[config.mk]
export PLATFORM = sky130hd
export DESIGN_NAME = lldq_cell
export DESIGN_NICKNAME = d
export VERILOG_FILES = /design/src/hdl/lldq_pkg.sv /design/src/hdl/lldq_cell.sv
export SDC_FILE = /design/constraint.sdc
export NUM_CORES = 1
export LEC_CHECK = 0
export BUFFER_PORTS_ARGS = -buffer_cell sky130_fd_sc_hd__buf_2
export CAP_MARGIN = 40
export CORE_ASPECT_RATIO = 0.7
export CORE_UTILIZATION = 30
export DETAILED_ROUTE_END_ITERATION = 10
export MAX_ROUTING_LAYER = met4
export PLACE_DENSITY_LB_ADDON = 0.25
export REMOVE_ABC_BUFFERS = 1
export SYNTH_ARGS = -nofsm -noshare
export SYNTH_HDL_FRONTEND = slang
export SYNTH_SLANG_ARGS = --single-unit
export TNS_END_PERCENT = 100
[constraint.sdc]
create_clock -name clk_i -period 7.6 [get_ports clk_i]
set_input_delay 1.14 -clock clk_i [delete_from_list [all_inputs] [get_ports clk_i]]
set_output_delay 1.14 -clock clk_i [all_outputs]
set_load 0.03 [all_outputs]
[src/hdl/lldq_pkg.sv]
// Shared widths, codes and handshake structs for the least-loaded dispatch queues.
package lldq_pkg;

  localparam int unsigned LOAD_W    = 20;
  localparam int unsigned JOB_W     = 16;
  // Wide enough for the largest supported server count (64).
  localparam int unsigned SRV_IDX_W = 6;
  localparam int unsigned ACT_W     = 4;

  localparam logic CMD_ARRIVE   = 1'b0;
  localparam logic CMD_COMPLETE = 1'b1;

  localparam logic [1:0] ST_OK    = 2'd0;
  localparam logic [1:0] ST_FULL  = 2'd1;
  localparam logic [1:0] ST_EMPTY = 2'd2;

  // Running minimum that walks down the cell chain during dispatch.
  typedef struct packed {
    logic                 valid;
    logic                 have;
    logic [LOAD_W-1:0]    load;
    logic [SRV_IDX_W-1:0] idx;
  } scan_t;

  // Operation broadcast to the cells; only the target cell acts on it.
  typedef struct packed {
    logic                 valid;
    logic                 op;
    logic [SRV_IDX_W-1:0] target;
    logic [JOB_W-1:0]     num;
    logic [JOB_W-1:0]     jtime;
  } cmd_t;

  // Outcome reported by a cell after an operation.
  typedef struct packed {
    logic              valid;
    logic [1:0]        status;
    logic [JOB_W-1:0]  num;
    logic [JOB_W-1:0]  jtime;
    logic [LOAD_W-1:0] load;
  } resp_t;

endpackage

[src/hdl/lldq_cell.sv]
// One server cell: load, ring queue storage and one stage of the minimum-load scan.
module lldq_cell import lldq_pkg::*; #(
  parameter int unsigned QUEUE_DEPTH = 16,
  parameter int unsigned INDEX       = 0
) (
  input  logic             clk_i,
  input  logic             rst_ni,
  input  logic [ACT_W-1:0] active_i,
  input  scan_t            scan_i,
  output scan_t            scan_o,
  input  cmd_t             cmd_i,
  output resp_t            resp_o
);

  localparam int unsigned PTR_W = (QUEUE_DEPTH > 1) ? $clog2(QUEUE_DEPTH) : 1;
  localparam int unsigned CNT_W = $clog2(QUEUE_DEPTH + 1);
  localparam int unsigned SUM_W = CNT_W + 1;

  logic [LOAD_W-1:0]  load_q, load_d;
  logic [PTR_W-1:0]   head_q, head_d;
  logic [CNT_W-1:0]   count_q, count_d;
  logic               pop_q, pop_d;
  resp_t              resp_q, resp_d;
  scan_t              scan_q, scan_d;

  logic [2*JOB_W-1:0] mem [QUEUE_DEPTH];
  logic [2*JOB_W-1:0] rd_q;

  logic               hit, active, full, wr_en;
  logic [LOAD_W:0]    add_sum;
  logic [LOAD_W-1:0]  add_sat, sub_res, pop_time;
  logic [SUM_W-1:0]   slot_sum, slot_wrap;
  logic [PTR_W-1:0]   slot, head_next;

  assign hit    = cmd_i.valid && (cmd_i.target == SRV_IDX_W'(INDEX));
  assign active = (INDEX == 0) || (32'(active_i) > 32'(INDEX));
  assign full   = (count_q == CNT_W'(QUEUE_DEPTH));
  assign wr_en  = hit && (cmd_i.op == CMD_ARRIVE) && !full;

  assign add_sum  = (LOAD_W + 1)'(load_q) + (LOAD_W + 1)'(cmd_i.jtime);
  assign add_sat  = add_sum[LOAD_W] ? '1 : add_sum[LOAD_W-1:0];
  assign pop_time = LOAD_W'(rd_q[JOB_W-1:0]);
  assign sub_res  = (load_q >= pop_time) ? (load_q - pop_time) : '0;

  // Tail slot is head + count, folded back into the ring.
  assign slot_sum  = SUM_W'(head_q) + SUM_W'(count_q);
  assign slot_wrap = (slot_sum >= SUM_W'(QUEUE_DEPTH)) ? (slot_sum - SUM_W'(QUEUE_DEPTH))
                                                       : slot_sum;
  assign slot      = slot_wrap[PTR_W-1:0];
  assign head_next = (head_q == PTR_W'(QUEUE_DEPTH - 1)) ? '0 : (head_q + 1'b1);

  always_comb begin
    scan_d = scan_i;
    if (scan_i.valid && active && (!scan_i.have || (load_q < scan_i.load))) begin
      scan_d.have = 1'b1;
      scan_d.load = load_q;
      scan_d.idx  = SRV_IDX_W'(INDEX);
    end
  end

  always_comb begin
    load_d  = load_q;
    head_d  = head_q;
    count_d = count_q;
    pop_d   = 1'b0;
    resp_d  = '0;
    if (pop_q) begin
      // Head entry read last cycle: retire it.
      head_d  = head_next;
      count_d = count_q - 1'b1;
      load_d  = sub_res;
      resp_d  = '{valid: 1'b1, status: ST_OK, num: rd_q[2*JOB_W-1:JOB_W],
                  jtime: rd_q[JOB_W-1:0], load: sub_res};
    end else if (hit) begin
      case (cmd_i.op)
        CMD_ARRIVE: begin
          if (full) begin
            resp_d = '{valid: 1'b1, status: ST_FULL, num: cmd_i.num,
                       jtime: cmd_i.jtime, load: load_q};
          end else begin
            count_d = count_q + 1'b1;
            load_d  = add_sat;
            resp_d  = '{valid: 1'b1, status: ST_OK, num: cmd_i.num,
                        jtime: cmd_i.jtime, load: add_sat};
          end
        end
        CMD_COMPLETE: begin
          if (count_q == '0) begin
            resp_d = '{valid: 1'b1, status: ST_EMPTY, num: '0, jtime: '0, load: load_q};
          end else begin
            pop_d = 1'b1;
          end
        end
        default: begin
          resp_d = '0;
        end
      endcase
    end
  end

  always_ff @(posedge clk_i) begin
    if (wr_en) begin
      mem[slot] <= {cmd_i.num, cmd_i.jtime};
    end
    rd_q <= mem[head_q];
  end

  always_ff @(posedge clk_i or negedge rst_ni) begin
    if (!rst_ni) begin
      load_q  <= '0;
      head_q  <= '0;
      count_q <= '0;
      pop_q   <= 1'b0;
      resp_q  <= '0;
      scan_q  <= '0;
    end else begin
      load_q  <= load_d;
      head_q  <= head_d;
      count_q <= count_d;
      pop_q   <= pop_d;
      resp_q  <= resp_d;
      scan_q  <= scan_d;
    end
  end

  assign scan_o = scan_q;
  assign resp_o = resp_q;

endmodule
==> run_results.csv <==
group,metric,value,unit
global_route,overflow,0,
final_layout,nets,1808,
timing,drv_slew,0,
global_route,grt_pass1_vias,14700,
clock_network,cts_setup_buffers,0,
synth,seq_area_frac_synth,70.2,%
clock_network,path_clk_slew,0.07,ns
synth,synthArstFlopShare,17.2,%
synth,synth-edff-count,512,
clock_network,cts_buffers,60,
worst_setup_path,regToRegEndpoint,"mem[14][13]",
synth,ys_seq_elements,657,
timing,worstMarginPinSlew,0.894,ns
final_layout,mostFrequentLayoutCells,"edfxtp_1, mux4_2, buf_2",
floorplan,die_h,252,um
synth,yosys_warnings,0,
clock_network,hold_buffers,0,
worst_setup_path,critPathCaptureType,"flop",
global_route,track_usage,15.1,%
worst_setup_path,arrival,4.00,ns
clock_network,cts_tree,"yes",
synth,synth.distinct_cells,74,
timing,min_period,3.71,ns
placement,port_buffers,152,
timing,fmax,0.269,GHz
final_layout,diodes,0,
worst_setup_path,endpoint,"mem[0][19]",
drt,vias_per_cell,4.96,
worst_hold_path,hp-class,"in2async",
worst_setup_path,crit_path_start_kind,"input port",
final_layout,area_growth,16.8,%
timing,setup_viol,0,
floorplan,initial_core_util,30.4,%
timing,tns,0,ns
timing,final-hold-violation-count,0,
clock_network,cts.sinks,657,
drt,wl_per_cell,23.1,um
timing,min_period_over_period,48.9,%
synth,netlist_instances,1487,
worst_setup_path,crit_path_start,"cmd_i[34]",
floorplan,io-pin-count,157,
floorplan,rows,91,
worst_setup_path,critPathMaxFanout,19,
drt,vias,14300,
worst_setup_path,crit_top_cell,"or3_1",
global_route,grt_max_degree,53,
drt,routed_wirelength,66.8,mm
clock_network,cts_max_level,2,
job,cap_violations,0,
pwr,power_density,261,nW/um^2
timing,rsz0062_at_grt,"false",
global_route,grt_antenna_before_repair,3,
pwr,p_leak,10.9,nW
worst_setup_path,required,7.89,ns
worst_setup_path,max_stage_delay,0.59,ns
clock_network,cts_root_buf,"clkbuf_16",
synth,syn_avg_cell_area,18.1,sq um
synth,synth_flop_cell,"edfxtp_1",
drt,drt_iter0_drc,1122,
timing,slew_headroom,40.4,%
drt,drc_errors,0,
worst_setup_path,rr_worst_depth,7,
pwr,peakVddDrop,190,uV
worst_setup_path,crit_slowest_cell,"or3_1",
floorplan,die_w,360,um
floorplan,coreArea,88400,sq um
floorplan,dieArea,90700,sq um
placement,dp_hpwl,39.7,mm
final_layout,final_common_cell,"edfxtp_1",
run_status,run_status,"finished clean",
final_layout,drive_gt1_share,30.0,%
worst_setup_path,crit_chain,"buf_2 > nor4b_2 > nand2_1 > or3_1 > or3_1 > nor2_4 > buf_4",
worst_setup_path,path_class,"in2reg",
final_layout,n_fill_cell,8295,
timing,skew,0.0192,ns
drt,top_layer,"met4",
synth,synth_area,26900,sq um
drt,route.met3.wl,2.76,mm
drt,met2_length,30.7,mm
worst_setup_path,r2r_start,"head_q[1]",
clock_network,cts_buffer_depth,3,
timing,holdWs,0.465,ns
drt,first_pass_iters,5,
drt,drt-met1-wl,32.2,mm
clock_network,clock_latency,0.65,ns
placement,place.gp.congestion,0.833,
clock_network,cts_resized,0,
worst_setup_path,rrSetupSlack,4.00,ns
drt,ant_nets,0,
global_route,grt_pass1_wl,98.8,mm
-- kinds of logic (layout without fill, tap and decap cells) --
group	after synthesis	in the layout	share of synthesized area, %
buffers and inverters	112	349	1.70
DFF	657	657	70.2
xor gates and xnor gates	39	39	1.27
and+or+nand+nor	204	204	3.56
muxes	184	184	14.4
AOI/OAI and AO/OA	229	229	5.87
adders and majority gates	62	62	3.00
-- critical path, delay by kind of cell --
kind | cells | cell delay, ns
buffers and inverters | 2 | 0.62
and+or+nand+nor | 5 | 2.21
-- power breakdown --
group	switching (W)	leakage (nW)	internal (W)
clock	0.00139	1.02	0.00180
combinational	0.000576	3.60	0.000421
sequential	0.0000794	6.27	0.00393
-- Yosys cell counts, types with 4 or more instances --
library cell  count  area share [%]
o21ai_0          50            0.93
clkbuf_1         40            0.56
a31oi_1           7            0.16
xor2_1           17            0.55
and2_1            5            0.12
a21o_1           29            0.81
or3_1             6            0.14
nor2_1           71            0.99
nand3_1          12            0.22
nand2b_1          8            0.19
a211o_1           4            0.13
o21ai_1           4           0.075
buf_1             6           0.084
o31ai_1           4            0.11
a211oi_1          5            0.14
inv_1            45            0.63
mux2_2           21            0.88
o22a_1            9            0.29
dfrtp_1         113              11
nand4_1          10            0.23
o211ai_1          8            0.22
edfxtp_1        512              57
fa_1              4            0.30
mux4_2          160              13
xnor2_1          22            0.72
nand2_1          56            0.78
nor3_1            9            0.17
ha_1             58             2.7
a22o_1           17            0.55
buf_2            17            0.32
a21oi_1          59             1.1
a22oi_1           4            0.11
and3_1            9            0.21
dfxtp_1          32             2.4
-- state kept, by name, summed over array words and instances (netlist names) --
signal / flops
count_q: 5
head_q: 4
load_q: 20
mem: 512
pop_q: 1
rd_q: 32
resp_o: 55
scan_o: 28
-- area by class of cell --
cell class / instances / area (sq um) / share of cell area (%)
sequential: 657 / 18900 / 60.1
multi-input combinational: 718 / 7680 / 24.5
clock buffer: 69 / 1610 / 5.12
tap: 1162 / 1450 / 4.64
timing repair buffer: 189 / 1120 / 3.58
clock inverter: 45 / 463 / 1.48
inverter: 46 / 173 / 0.551
-- how the worst min path moves through the flow --
stage | start | endpoint | slack [ns] | cells past startpoint
floorplan | rd_q[2] | resp_o[22] | 0.44 | 2
CTS | rst_ni | load_q[5] | 0.45 | 1
detailed placement | rd_q[22] | resp_o[42] | 0.45 | 1
global placement | rd_q[29] | resp_o[49] | 0.45 | 1
finish | rst_ni | load_q[6] | 0.46 | 1
global route | rst_ni | resp_o[26] | 0.48 | 1
-- through the flow --
step           cells  worst slack, ns  util [%]  total power, W  instance area (sq um)
2_1_floorplan   1421           -0.615         -         0.00480                  26600
3_5_place_dp    2772             3.18      33.1         0.00508                  29300
4_1_cts         2886             3.88      35.5         0.00828                  31400
5_1_grt         2886             3.76      35.5         0.00853                  31400
3_3_place_gp    2764             3.16      33.0         0.00506                  29100
6_report        2886             3.89      35.5         0.00819                  31400
-- per-layer routing --
| layer | up-vias | global-route usage [%] |
|---|---|---|
| li1 | 6299 | - |
| met1 | 7638 | 21.8 |
| met2 | 301 | 22.6 |
| met3 | 81 | 2.42 |
| met4 | 0 | 3.13 |
| met5 | - | - |
No activity file was read; power rests on OpenSTA's default activity.
